--- config.mk ---
export PLATFORM = sky130hd
export DESIGN_NAME = ntc_table_interpolator
export DESIGN_NICKNAME = d
export VERILOG_FILES = /design/src/design/ntc_pkg.sv /design/src/design/ntc_table_interpolator.sv /design/src/design/ntc_front.sv /design/src/design/ntc_queue.sv /design/src/design/ntc_divider.sv
export SDC_FILE = /design/constraint.sdc
export NUM_CORES = 2
export LEC_CHECK = 0
export ABC_AREA = 0
export BUFFER_PORTS_ARGS = -buffer_cell sky130_fd_sc_hd__buf_2
export CORE_MARGIN = 10
export CORE_UTILIZATION = 55
export CTS_CLUSTER_DIAMETER = 80
export DETAILED_ROUTE_END_ITERATION = 16
export PLACE_DENSITY_LB_ADDON = 0.08
export SYNTH_ARGS = -nofsm -noshare
export SYNTH_HDL_FRONTEND = slang
export SYNTH_SLANG_ARGS = --single-unit
--- constraint.sdc ---
create_clock -name clk -period 53.4 [get_ports clk]
set_clock_uncertainty 0.15 [all_clocks]
set_input_delay 16.02 -clock clk [delete_from_list [all_inputs] [get_ports clk]]
set_output_delay 16.02 -clock clk [all_outputs]
set_load 0.01 [all_outputs]
--- src/design/ntc_pkg.sv ---
// Shared constants, calibration table and types for the NTC table interpolator.
package ntc_pkg;

  // Field widths
  localparam int ADC_BITS  = 12;
  localparam int OUT_BITS  = 17;
  localparam int IN_TDATA  = 16;
  localparam int OUT_TDATA = 24;

  // Calibration table: readings strictly descend, temperatures in whole degrees
  localparam int ROM_SIZE     = 12;
  localparam int IDX_BITS     = 4;
  localparam int SEARCH_STEPS = 4;
  localparam int CEL_BITS     = 8;

  localparam logic [ADC_BITS-1:0] ROM_READING [ROM_SIZE] = '{
    12'd3914, 12'd3861, 12'd3733, 12'd3637, 12'd3310, 12'd2439,
    12'd2035, 12'd1647, 12'd1301, 12'd1011, 12'd777,  12'd454
  };

  localparam logic signed [CEL_BITS-1:0] ROM_CELSIUS [ROM_SIZE] = '{
    -8'sd20, -8'sd10, 8'sd0,  8'sd10, 8'sd25,  8'sd50,
    8'sd60,  8'sd70,  8'sd80, 8'sd90, 8'sd100, 8'sd120
  };

  // Arithmetic widths
  localparam int DT_BITS   = CEL_BITS + 1;       // temperature difference
  localparam int DX_BITS   = ADC_BITS + 1;       // reading offset from upper entry
  localparam int MUL_BITS  = DT_BITS + DX_BITS;  // signed product
  localparam int PROD_BITS = 20;                 // product magnitude
  localparam int DEN_BITS  = ADC_BITS;           // reading difference of a segment
  localparam int DEN2_BITS = DEN_BITS + 1;       // twice the reading difference
  localparam int DIVD_BITS = PROD_BITS + 10;     // 512 * magnitude + difference
  localparam int QUOT_BITS = 19;                 // rounded quotient magnitude
  localparam int RES_BITS  = 21;                 // unsaturated result

  localparam logic signed [RES_BITS-1:0] RES_MIN = -21'sd14336;
  localparam logic signed [RES_BITS-1:0] RES_MAX = 21'sd38400;

  // Queue between the search front and the divider back
  localparam int QUEUE_DEPTH = 4;
  localparam int QPTR_BITS   = 2;

  // One queued transaction: everything the back end needs
  typedef struct packed {
    logic                       neg;
    logic [PROD_BITS-1:0]       prod;
    logic [DEN_BITS-1:0]        den;
    logic signed [CEL_BITS-1:0] thi;
  } ntc_work_t;

  // Queue status seen by the front
  typedef struct packed {
    logic full;
    logic empty;
  } ntc_qstat_t;

endpackage

--- src/design/ntc_table_interpolator.sv ---
// Top level of the NTC thermistor table interpolator.
//
//  channel  dir  handshake            payload
//  s_axis   in   s_tvalid / s_tready  s_tdata[11:0] adc_sample
//  m_axis   out  m_tvalid / m_tready  m_tdata[16:0] temperature_q8
//
//  One transaction per cycle while m_tready is not held low; from acceptance to
//  m_tvalid a sample passes one search stage, one queue slot, 19 divider stages
//  (one quotient bit each) and the output register.
//  Reset (rst, synchronous) empties the queue and clears all valid bits.
//  A stalled output holds the divider pipeline; the front keeps filling the
//  four-entry queue and drops s_tready only when it is full.
module ntc_table_interpolator
  import ntc_pkg::*;
#(
  parameter int TABLE_ENTRIES = 12,
  parameter int SAMPLE_BITS   = 12
) (
  input  logic                 clk,
  input  logic                 rst,
  input  logic                 s_tvalid,
  output logic                 s_tready,
  input  logic [IN_TDATA-1:0]  s_tdata,   // [11:0] adc_sample, [15:12] zero
  output logic                 m_tvalid,
  input  logic                 m_tready,
  output logic [OUT_TDATA-1:0] m_tdata    // [16:0] temperature_q8, [23:17] zero
);

  ntc_qstat_t          qstat;
  ntc_work_t           push_data;
  ntc_work_t           head;
  logic                push;
  logic                pop;
  logic                head_valid;
  logic [OUT_BITS-1:0] temp;

  // Search and product
  ntc_front #(
    .TABLE_ENTRIES(TABLE_ENTRIES),
    .SAMPLE_BITS  (SAMPLE_BITS)
  ) u_front (
    .clk      (clk),
    .rst      (rst),
    .in_valid (s_tvalid),
    .in_sample(s_tdata[ADC_BITS-1:0]),
    .in_ready (s_tready),
    .qstat    (qstat),
    .push     (push),
    .push_data(push_data)
  );

  // Decoupling queue
  ntc_queue u_queue (
    .clk       (clk),
    .rst       (rst),
    .push      (push),
    .push_data (push_data),
    .pop       (pop),
    .head      (head),
    .head_valid(head_valid),
    .qstat     (qstat)
  );

  // Division, offset and saturation
  ntc_divider u_divider (
    .clk       (clk),
    .rst       (rst),
    .head_valid(head_valid),
    .head      (head),
    .pop       (pop),
    .temp_valid(m_tvalid),
    .temp      (temp),
    .temp_ready(m_tready)
  );

  assign m_tdata = {{(OUT_TDATA - OUT_BITS){1'b0}}, temp};

  // Never push into a full queue
  a_no_overflow: assert property (@(posedge clk) disable iff (rst)
    push |-> !qstat.full)
    else $error("push into full queue");

  // Never pop an empty queue
  a_no_underflow: assert property (@(posedge clk) disable iff (rst)
    pop |-> !qstat.empty)
    else $error("pop from empty queue");

  // Input acceptance follows queue room
  a_ready_room: assert property (@(posedge clk) disable iff (rst)
    s_tready == !qstat.full)
    else $error("s_tready disagrees with queue status");

  // Delivered temperatures stay inside the saturation range
  a_out_range: assert property (@(posedge clk) disable iff (rst)
    m_tvalid |-> ($signed(m_tdata[OUT_BITS-1:0]) >= $signed(RES_MIN[OUT_BITS-1:0]) &&
                  $signed(m_tdata[OUT_BITS-1:0]) <= $signed(RES_MAX[OUT_BITS-1:0])))
    else $error("temperature outside saturation range");

endmodule

--- src/design/ntc_front.sv ---
// Front end: accept a sample, search the table, fetch the segment and form the product.
module ntc_front
  import ntc_pkg::*;
#(
  parameter int TABLE_ENTRIES = 12,
  parameter int SAMPLE_BITS   = 12
) (
  input  logic                clk,
  input  logic                rst,
  input  logic                in_valid,
  input  logic [ADC_BITS-1:0] in_sample,
  output logic                in_ready,
  input  ntc_qstat_t          qstat,
  output logic                push,
  output ntc_work_t           push_data
);

  localparam int USED = (TABLE_ENTRIES > ROM_SIZE) ? ROM_SIZE :
                        ((TABLE_ENTRIES < 2) ? 2 : TABLE_ENTRIES);
  localparam int KEEP = (SAMPLE_BITS < ADC_BITS) ? SAMPLE_BITS : ADC_BITS;
  localparam logic [ADC_BITS-1:0] SAMPLE_MASK = {ADC_BITS{1'b1}} >> (ADC_BITS - KEEP);

  logic                        adv;
  logic [ADC_BITS-1:0]         x;
  logic [IDX_BITS-1:0]         lo, hi;
  logic signed [DT_BITS-1:0]   dt_next;
  logic signed [DX_BITS-1:0]   dx_next;
  logic [DEN_BITS-1:0]         den_next;

  logic                        s1_valid;
  logic signed [DT_BITS-1:0]   s1_dt;
  logic signed [DX_BITS-1:0]   s1_dx;
  logic [DEN_BITS-1:0]         s1_den;
  logic signed [CEL_BITS-1:0]  s1_thi;
  logic signed [MUL_BITS-1:0]  prod;
  logic signed [MUL_BITS-1:0]  prod_abs;

  // Advance whenever the queue has room
  assign adv      = !qstat.full;
  assign in_ready = adv;
  assign x        = in_sample & SAMPLE_MASK;

  // Binary search for the bracketing pair of neighbouring entries
  always_comb begin
    logic [IDX_BITS-1:0] m;
    m  = '0;
    lo = '0;
    hi = IDX_BITS'(USED - 1);
    for (int s = 0; s < SEARCH_STEPS; s++) begin
      if (IDX_BITS'(hi - lo) > IDX_BITS'(1)) begin
        m = IDX_BITS'(((IDX_BITS + 1)'(lo) + (IDX_BITS + 1)'(hi)) >> 1);
        if (ROM_READING[m] > x) begin
          lo = m;
        end else begin
          hi = m;
        end
      end
    end
  end

  // Segment differences for the chosen pair
  always_comb begin
    dt_next  = DT_BITS'(ROM_CELSIUS[lo]) - DT_BITS'(ROM_CELSIUS[hi]);
    dx_next  = $signed({1'b0, x}) - $signed({1'b0, ROM_READING[hi]});
    den_next = ROM_READING[lo] - ROM_READING[hi];
  end

  // Hold the search result
  always_ff @(posedge clk) begin
    if (rst) begin
      s1_valid <= 1'b0;
    end else if (adv) begin
      s1_valid <= in_valid;
    end
  end

  always_ff @(posedge clk) begin
    if (adv) begin
      s1_dt  <= dt_next;
      s1_dx  <= dx_next;
      s1_den <= den_next;
      s1_thi <= ROM_CELSIUS[hi];
    end
  end

  // Form the signed product and split it into sign and magnitude for the queue
  assign prod     = MUL_BITS'(s1_dt) * MUL_BITS'(s1_dx);
  assign prod_abs = prod[MUL_BITS-1] ? -prod : prod;

  assign push           = s1_valid && adv;
  assign push_data.neg  = prod[MUL_BITS-1];
  assign push_data.prod = prod_abs[PROD_BITS-1:0];
  assign push_data.den  = s1_den;
  assign push_data.thi  = s1_thi;

endmodule

--- src/design/ntc_queue.sv ---
// Short queue of segment transactions between the front and the divider.
module ntc_queue
  import ntc_pkg::*;
(
  input  logic       clk,
  input  logic       rst,
  input  logic       push,
  input  ntc_work_t  push_data,
  input  logic       pop,
  output ntc_work_t  head,
  output logic       head_valid,
  output ntc_qstat_t qstat
);

  ntc_work_t            mem [QUEUE_DEPTH];
  logic [QPTR_BITS-1:0] wp, rp;
  logic [QPTR_BITS:0]   cnt;

  // Track fill level and pointers
  always_ff @(posedge clk) begin
    if (rst) begin
      wp  <= '0;
      rp  <= '0;
      cnt <= '0;
    end else begin
      if (push) begin
        wp <= wp + 1'b1;
      end
      if (pop) begin
        rp <= rp + 1'b1;
      end
      if (push && !pop) begin
        cnt <= cnt + 1'b1;
      end else if (pop && !push) begin
        cnt <= cnt - 1'b1;
      end
    end
  end

  // Store entries
  always_ff @(posedge clk) begin
    if (push) begin
      mem[wp] <= push_data;
    end
  end

  assign head        = mem[rp];
  assign head_valid  = (cnt != '0);
  assign qstat.empty = (cnt == '0);
  assign qstat.full  = (cnt == (QPTR_BITS + 1)'(QUEUE_DEPTH));

endmodule

--- src/design/ntc_divider.sv ---
// Back end: pipelined rounding divider, offset by the upper entry, saturation.
module ntc_divider
  import ntc_pkg::*;
(
  input  logic                clk,
  input  logic                rst,
  input  logic                head_valid,
  input  ntc_work_t           head,
  output logic                pop,
  output logic                temp_valid,
  output logic [OUT_BITS-1:0] temp,
  input  logic                temp_ready
);

  localparam int W = DEN2_BITS + QUOT_BITS;

  logic                        adv;
  logic [DIVD_BITS-1:0]        dividend;
  logic [DEN2_BITS-1:0]        dvs0;

  logic [QUOT_BITS-1:0]        vld;
  logic [DIVD_BITS-1:0]        rem      [QUOT_BITS];
  logic [DIVD_BITS-1:0]        rem_next [QUOT_BITS];
  logic [QUOT_BITS-1:0]        quo      [QUOT_BITS];
  logic [QUOT_BITS-1:0]        quo_next [QUOT_BITS];
  logic [DEN2_BITS-1:0]        dvs      [QUOT_BITS];
  logic                        neg      [QUOT_BITS];
  logic signed [CEL_BITS-1:0]  thi      [QUOT_BITS];

  logic signed [RES_BITS-1:0]  qs;
  logic signed [RES_BITS-1:0]  res;
  logic [OUT_BITS-1:0]         temp_next;

  // One restoring step: returns {quotient bit, new remainder}
  function automatic logic [DIVD_BITS:0] try_bit(input logic [DIVD_BITS-1:0] r,
                                                 input logic [DEN2_BITS-1:0] d,
                                                 input int k);
    logic [W-1:0] sh;
    logic         tk;
    sh = W'(d) << k;
    tk = (W'(r) >= sh);
    return {tk, tk ? (r - sh[DIVD_BITS-1:0]) : r};
  endfunction

  // Advance the whole back end when the output slot is free or being taken
  assign adv = !temp_valid || temp_ready;
  assign pop = head_valid && adv;

  // Rounded division: (512 * |p| + den) / (2 * den)
  assign dividend = DIVD_BITS'({head.prod, 9'd0}) + DIVD_BITS'(head.den);
  assign dvs0     = {head.den, 1'b0};

  // Resolve one quotient bit per stage, most significant first
  always_comb begin
    logic [DIVD_BITS:0] step;
    step        = try_bit(dividend, dvs0, QUOT_BITS - 1);
    rem_next[0] = step[DIVD_BITS-1:0];
    quo_next[0] = '0;
    quo_next[0][QUOT_BITS-1] = step[DIVD_BITS];
    for (int j = 1; j < QUOT_BITS; j++) begin
      step        = try_bit(rem[j-1], dvs[j-1], QUOT_BITS - 1 - j);
      rem_next[j] = step[DIVD_BITS-1:0];
      quo_next[j] = quo[j-1];
      quo_next[j][QUOT_BITS-1-j] = step[DIVD_BITS];
    end
  end

  // Shift valid bits and the output flag
  always_ff @(posedge clk) begin
    if (rst) begin
      vld        <= '0;
      temp_valid <= 1'b0;
    end else if (adv) begin
      vld        <= {vld[QUOT_BITS-2:0], head_valid};
      temp_valid <= vld[QUOT_BITS-1];
    end
  end

  // Move payload through the divider stages
  always_ff @(posedge clk) begin
    if (adv) begin
      rem[0] <= rem_next[0];
      quo[0] <= quo_next[0];
      dvs[0] <= dvs0;
      neg[0] <= head.neg;
      thi[0] <= head.thi;
      for (int j = 1; j < QUOT_BITS; j++) begin
        rem[j] <= rem_next[j];
        quo[j] <= quo_next[j];
        dvs[j] <= dvs[j-1];
        neg[j] <= neg[j-1];
        thi[j] <= thi[j-1];
      end
      temp <= temp_next;
    end
  end

  // Apply sign, add the upper entry, saturate
  always_comb begin
    qs = $signed(RES_BITS'(quo[QUOT_BITS-1]));
    if (neg[QUOT_BITS-1]) begin
      qs = -qs;
    end
    // flat segment: no slope, upper entry only
    if (dvs[QUOT_BITS-1] == '0) begin
      qs = '0;
    end
    res = qs + (RES_BITS'(thi[QUOT_BITS-1]) <<< 8);
    if (res < RES_MIN) begin
      temp_next = RES_MIN[OUT_BITS-1:0];
    end else if (res > RES_MAX) begin
      temp_next = RES_MAX[OUT_BITS-1:0];
    end else begin
      temp_next = res[OUT_BITS-1:0];
    end
  end

endmodule

# Word-level counts from Yosys, hierarchy flattened
# Memory sizes are Yosys's and may differ from the RTL's. A register that Yosys moved wholly into a read port is not among the register bits.
# Index checks and enable logic that the tools add are counted.
[word_totals]
register_bits = 87
inputBits = 20
latch_bits = 0
word_cells = 173
mem_bits_rw = 1513
output_inout_bits = 26
romBits = 1216
memories = 13
[memory_table]
columns = ["memory", "depth", "word_bits", "rd", "rd_clocked_by_memory_dff", "wr", "line", "text"]
rows = [
  ["u_divider.rem", 19, 30, 18, 0, 19, "ntc_divider.sv:22", "logic [DIVD_BITS-1:0] rem [QUOT_BITS];"],
  ["u_divider.quo", 19, 19, 19, 0, 19, "ntc_divider.sv:24", "logic [QUOT_BITS-1:0] quo [QUOT_BITS];"],
  ["u_divider.dvs", 19, 13, 19, 0, 19, "ntc_divider.sv:26", "logic [DEN2_BITS-1:0] dvs [QUOT_BITS];"],
  ["(name not given)", 16, 12, 1, 0, 0, "ntc_front.sv:52", "if (ROM_READING[m] > x) begin"],
  ["(name not given)", 16, 12, 1, 0, 0, "ntc_front.sv:52", ""],
  ["(name not given)", 16, 12, 1, 0, 0, "ntc_front.sv:52", ""],
  ["+7 memories", "--", "--", "--", "--", "--", "--", ""],
]
[op_classes]
div_mod_pow = 0
bitwise = 5
multipliers = 1
n_addsub = 36
n_eq_ne = 1
shifts = 0
n_reduce_logical = 13
n_mux = 59
magnitude_cmp = 33
[ops]
columns = ["op", "count"]
rows = [
  ["$mux W30", 19],
  ["$mux W12", 10],
  ["$sub A30 B30 Y30", 2],
  ["$mux W4", 13],
  ["$mux W21", 2],
  ["$gt A12 B12 Y1", 3],
  ["$mux W8", 4],
  ["$ge A30 B31 Y1", 1],
  ["$add A29 B12 Y30", 1],
  ["$ge A30 B13 Y1", 1],
  ["$ge A30 B14 Y1", 1],
  ["$ge A30 B15 Y1", 1],
  ["$ge A30 B16 Y1", 1],
  ["$ge A30 B17 Y1", 1],
  ["$ge A30 B18 Y1", 1],
  ["$ge A30 B19 Y1", 1],
  ["$ge A30 B20 Y1", 1],
  ["$ge A30 B21 Y1", 1],
  ["$ge A30 B22 Y1", 1],
  ["$ge A30 B23 Y1", 1],
  ["$ge A30 B24 Y1", 1],
  ["$ge A30 B25 Y1", 1],
  ["$ge A30 B26 Y1", 1],
  ["$ge A30 B27 Y1", 1],
  ["other kinds (51)", 78],
]

# Depth between registers and ports, before layout
[logic_depth]
ltp_word = 31
mapped_depth = 56
mapped_depth_nobuf = 54

# Hierarchy
# From an unflattened synthesis, not the netlist that was laid out.
[hier_totals]
cells_unflattened = 5100
area_unflattened_um2 = 64460.6
[by_module_without_submodules]
columns = ["module", "n_inst", "area_per_inst_um2", "cells_each"]
rows = [
  ["ntc_divider", 1, 48442.7, 3747],
  ["ntc_front", 1, 9560.4, 1085],
  ["ntc_queue", 1, 6401.1, 260],
  ["ntc_table_interpolator", 1, 56.3, 8],
]

# Worst setup path before layout
# Ideal clock, no wire load.
[synth_path]
path_type = "in2reg"
startpoint = "input m_tready"
endpoint = "memory u_divider.dvs[0][10] (netlist bit) (enable)"
setup_time_ps = 1772
slack_ps = 7719
t_arrival_ps = 43759
path_stages = 4
required_time_ps = 51478
path_buffers = 2
cell_sequence = "nor2b_1 inv_1 clkbuf_1 clkbuf_1"
[synth_rtl]
columns = ["item", "line", "text"]
rows = [
  ["start, declared", "ntc_table_interpolator.sv:25", "input logic m_tready,"],
  ["end, declared", "ntc_divider.sv:26", ""],
]

# Worst setup path in the final report
[layout_path]
startpoint = "input s_tdata[0]"
endpoint = "register u_front.s1_dx[11] (data pin)"
[layout_between]
elab_chain_len = 31
[layout_rtl]
columns = ["item", "line", "text"]
rows = [
  ["start, declared", "ntc_table_interpolator.sv:23", "input logic [IN_TDATA-1:0] s_tdata,"],
  ["$gt A12 B12 Y1", "ntc_front.sv:52", ""],
  ["$mux W3 / $mux W4 (equally long branches)", "ntc_front.sv:52", ""],
  ["$add A4 B4 Y5", "ntc_front.sv:51", "m = IDX_BITS'(((IDX_BITS + 1)'(lo) + (IDX_BITS + 1)'(hi)) >> 1);"],
  ["$not A4 Y5 (not written as such)", "ntc_front.sv:52", ""],
  ["$mem_v2 Z16 W12", "--", ""],
  ["$mux W12 (not written as such) (2 in a row)", "ntc_front.sv:52", ""],
  ["$gt A12 B12 Y1", "ntc_front.sv:52", ""],
  ["$mux W4", "ntc_front.sv:52", ""],
  ["[... 14 more ...]", "--", ""],
  ["$gt A12 B12 Y1", "ntc_front.sv:52", ""],
  ["$mux W4", "ntc_front.sv:52", ""],
  ["$mux W4", "ntc_front.sv:50", "if (IDX_BITS'(hi - lo) > IDX_BITS'(1)) begin"],
  ["$not A4 Y5 (not written as such)", "ntc_front.sv:64", "dx_next = $signed({1'b0, x}) - $signed({1'b0, ROM_READING[hi]});"],
  ["$mem_v2 Z16 W12", "--", ""],
  ["$mux W12 (not written as such) (2 in a row)", "ntc_front.sv:64", ""],
  ["$sub A12 B12 Y13 *", "ntc_front.sv:64", ""],
  ["named net u_front.dx_next[11]", "ntc_front.sv:27", "logic signed [DX_BITS-1:0] dx_next;"],
  ["end signal, assigned", "ntc_front.sv:80", "s1_dx <= dx_next;"],
  ["end, declared", "ntc_front.sv:32", "logic signed [DX_BITS-1:0] s1_dx;"],
]
# Mark *: on every way through the listed nets, which the timed path passes. The rest lies on a longest branch. The select of a mux whose other input is x is not followed.
# A chain may end at the register's enable or synchronous reset.

==> results summary <==
The run finished with clean final reports. The fraction of final layout cells with drive strength greater than 1 is 0.07405. The flip-flop and latch count after synthesis is 1248.

The clock-pin transition on the worst setup and hold timing paths is 60 ps. In the finished design, the share of the clock period the worst path needs comes to 0.5509. The signed area change from the synthesized netlist to the final layout came out at 10.35%. The number of hold-slack violations in the final timing report is 0. The total count of max-transition violations in the final report came out at 0. In this run, synthesis inferred 1218 flip-flops with an integrated enable. The number of I/O pins came out at 46. The buffer depth of the longest clock path is 3.

In the routed design, unresolved DRC markers number 0. The average instance area after synthesis came out at 12.56 um^2. The combined flip-flop and latch cell area is 37180 um^2. The buffer count from post-CTS setup fixing came out at 0.

The data arrival at the endpoint of the critical path is 29740 ps. The die area came out at 129400 um^2. The headroom to the max-slew limit is 0.2428. After filler insertion, the fill cell instance count of the layout stands at 8894. Among all stages on the critical path, the largest delay is contributed by mux2i_1. The number of max-capacitance violations reported is 0. The initial utilization of the core area, before any placement, comes to 0.5542. STA classifies the critical path endpoint as a flip-flop. TritonCTS created 138 clock buffers.

The global-route congestion overflow total is 0. The H-tree depth came out at 4. The post-cts gate resize count is 0. Summing all placed instances gives a cell area of 65410 um^2. The multi-input combinational cell area came out at 23870 um^2. The number of distinct standard cells referenced by the synthesized netlist is 89.

The number of antenna violations at the first check in global routing is 1. The placeable core area came out at 114500 um^2. The average vias per placed instance came out at 5.483. The total number of vias came out at 37.17k.

For this run, the register share of the synthesized area comes to 0.5859. Setup total negative slack on the finished layout was measured at 0 ps. Data on the critical path is required at its endpoint by 53720 ps. The dominant cell type by count on the critical path is ha_1. The final estimated routing congestion in global placement came out at 0.8518. The starting DRC count in detailed routing came out at 2258.

The critical path is of the in -> reg type. The sink count of the clock tree is 1248. The final layout contains 5695 nets.

In this run the worst path has a maximum fanout of 34. The via count of the first global-routing pass is 37.41k. The cell area after technology mapping came out at 63460 um^2. The total iterations of the first detailed-routing run came out at 6. The number of antenna diodes in the final layout is 0. The number of port buffers came out at 34.

The global-route wire length before repair is 188.5 mm. The leading cell type in the layout, fill and taps excluded is edfxtp_1. The number of cell rows came out at 124. The tree is rooted in a clkbuf_16. Among all flip-flop cells after synthesis, the most frequent one is edfxtp_1. The global-route total usage across every layer came out at 0.1772. The routed length per placed instance came out at 16.96 um.

The number of antenna-violating nets in the routed design came out at 0. The count of hold buffers inserted by post-cts repair came out at 0. The finished cells cover 70020 um^2.

After legalization and detailed placement, the total HPWL measured 82.81 mm. The die is 359.7 um wide. The Yosys step of the flow raised 0 warnings. The latest clock arrival within the worst-skew pair came out at 750 ps. Derived from the worst setup path, the maximum achievable clock frequency is 33.99 MHz. STA classifies the critical path startpoint as a primary input. The actual transition at the worst max-transition pin is 1128 ps.

The final layout contains routed wiring with a total length of 115.0 mm. The number of failing setup endpoints in the final timing report is 0. Setup repair after global routing left no endpoint under its margin. The top cell types in the final layout, fill and taps aside, are edfxtp_1 (1218), inv_1 (535), nand2_1 (416). The pin count of the biggest net entering global routing came out at 203.

The die outline height came out at 359.7 um. The share of flip-flops with an asynchronous set or reset is 0. TritonCTS built the clock tree. The peak per-stage delay on the critical path came out at 870 ps. Synthesis handed over a netlist of 5053 instances.

The worst path in the final design needs a cycle of 29420 ps, including I/O delays and setup. The min-delay analysis places its worst path in the category reg -> reg.
==> kinds of logic after synthesis <==
family | count (synthesis) | synth area share
AOI/OAI and AO/OA | 841 | 0.08145
xor gates and xnor gates | 352 | 0.04858
adders and majority gates | 517 | 0.1165
buffers and inverters | 651 | 0.03904
DFF | 1248 | 0.5859
muxes | 96 | 0.02386
other | 2 | 0.0001183
and+or+nand+nor | 1346 | 0.1046
==> per-stage QoR <==
step | setup WS, ps | cells | hold WS [ps] | utilization
2_1_floorplan | 7719 | 5061 | 250.3 | -
3_3_place_gp | 23420 | 6533 | 250.8 | 0.5713
3_5_place_dp | 23420 | 6533 | 254.5 | 0.5713
4_1_cts | 24180 | 6779 | 246.6 | 0.6116
5_1_grt | 22790 | 6779 | 246.2 | 0.6116
6_report | 23980 | 6779 | 256.1 | 0.6116
==> worst max-delay path, delay by kind of cell <==
family / cells / cell delay, ps
mux: 2 / 1310
fa+ha+maj: 8 / 2770
buf+inv: 6 / 1510
simple gates: 11 / 1410
compound gates: 22 / 5870
xor+xnor: 2 / 770
==> area by class of cell <==
type	instances	share of cell area
Tap cell	1512	0.02702
Sequential cell	1248	0.5309
Timing Repair Buffer	62	0.005789
Multi-Input combinational cell	3162	0.3408
Clock buffer	168	0.05107
Inverter	549	0.02954
Clock inverter	78	0.01483
==> sequential cells by signal, summed over array words and instances (netlist names), 17 cells and up, named ones only <==
name	cells
u_queue.mem	164
u_divider.rem	540
u_divider.temp	17
u_divider.quo	190
u_divider.dvs	94
u_divider.neg	19
u_divider.vld	19
u_divider.thi	152
==> cells in the mapped netlist (all sizes together), types with 5 or more instances <==
master	number	area, um^2
xnor2	192	1682
or2	14	87.58
xor2	160	1401
mux2	26	292.8
a31oi	18	112.6
inv	547	2053
clkbuf	85	319.1
and3	30	187.7
nand2	417	1565
fa	124	2482
a211oi	16	125.1
a2111oi	6	52.55
a21boi	55	412.9
o21a	29	217.7
o211ai	9	67.56
nor3b	9	67.56
o21ai	245	1230
or3	37	236.5
nor2	299	1132
a21o	58	435.4
nand4b	11	96.34
a21oi	259	1308
nor3	100	521.8
buf	17	97.59
nor4b	14	122.6
dfxtp	30	600.6
nand4	55	344.1
o31ai	72	554.3
o21bai	20	157.7
nand3b	14	105.1
mux2i	29	297.8
a211o	7	61.31
nand2b	70	437.9
nand3	54	270.3
edfxtp	1218	36580
mux4	41	923.4
ha	390	4880
nor2b	52	325.3
o22ai	8	62.56
o41ai	5	43.79
or4	23	172.7
and4	12	105.1
nor4	76	475.5
and2	55	344.1
==> final timing paths <==
check | startpoint | to | slack (ps) | cells after the start
max reg2reg | u_front.s1_dt[8] | u_queue.mem[0][34] | 46070 | 20
max | s_tdata[0] | u_front.s1_dx[11] | 23980 | 51
min reg2reg | u_divider.quo[9][14] | u_divider.quo[10][14] | 260 | 0
min | u_divider.quo[9][14] | u_divider.quo[10][14] | 260 | 0
==> per-layer routing <==
metal | wire length, um | global-route usage
met5 | 0 | 0
met4 | 3565 | 0.06353
met3 | 4485 | 0.03026
met2 | 58440 | 0.3162
met1 | 48510 | 0.2149
Power is not shown: default switching activity piles up to over one toggle a cycle in this logic, so the estimate is an artifact.
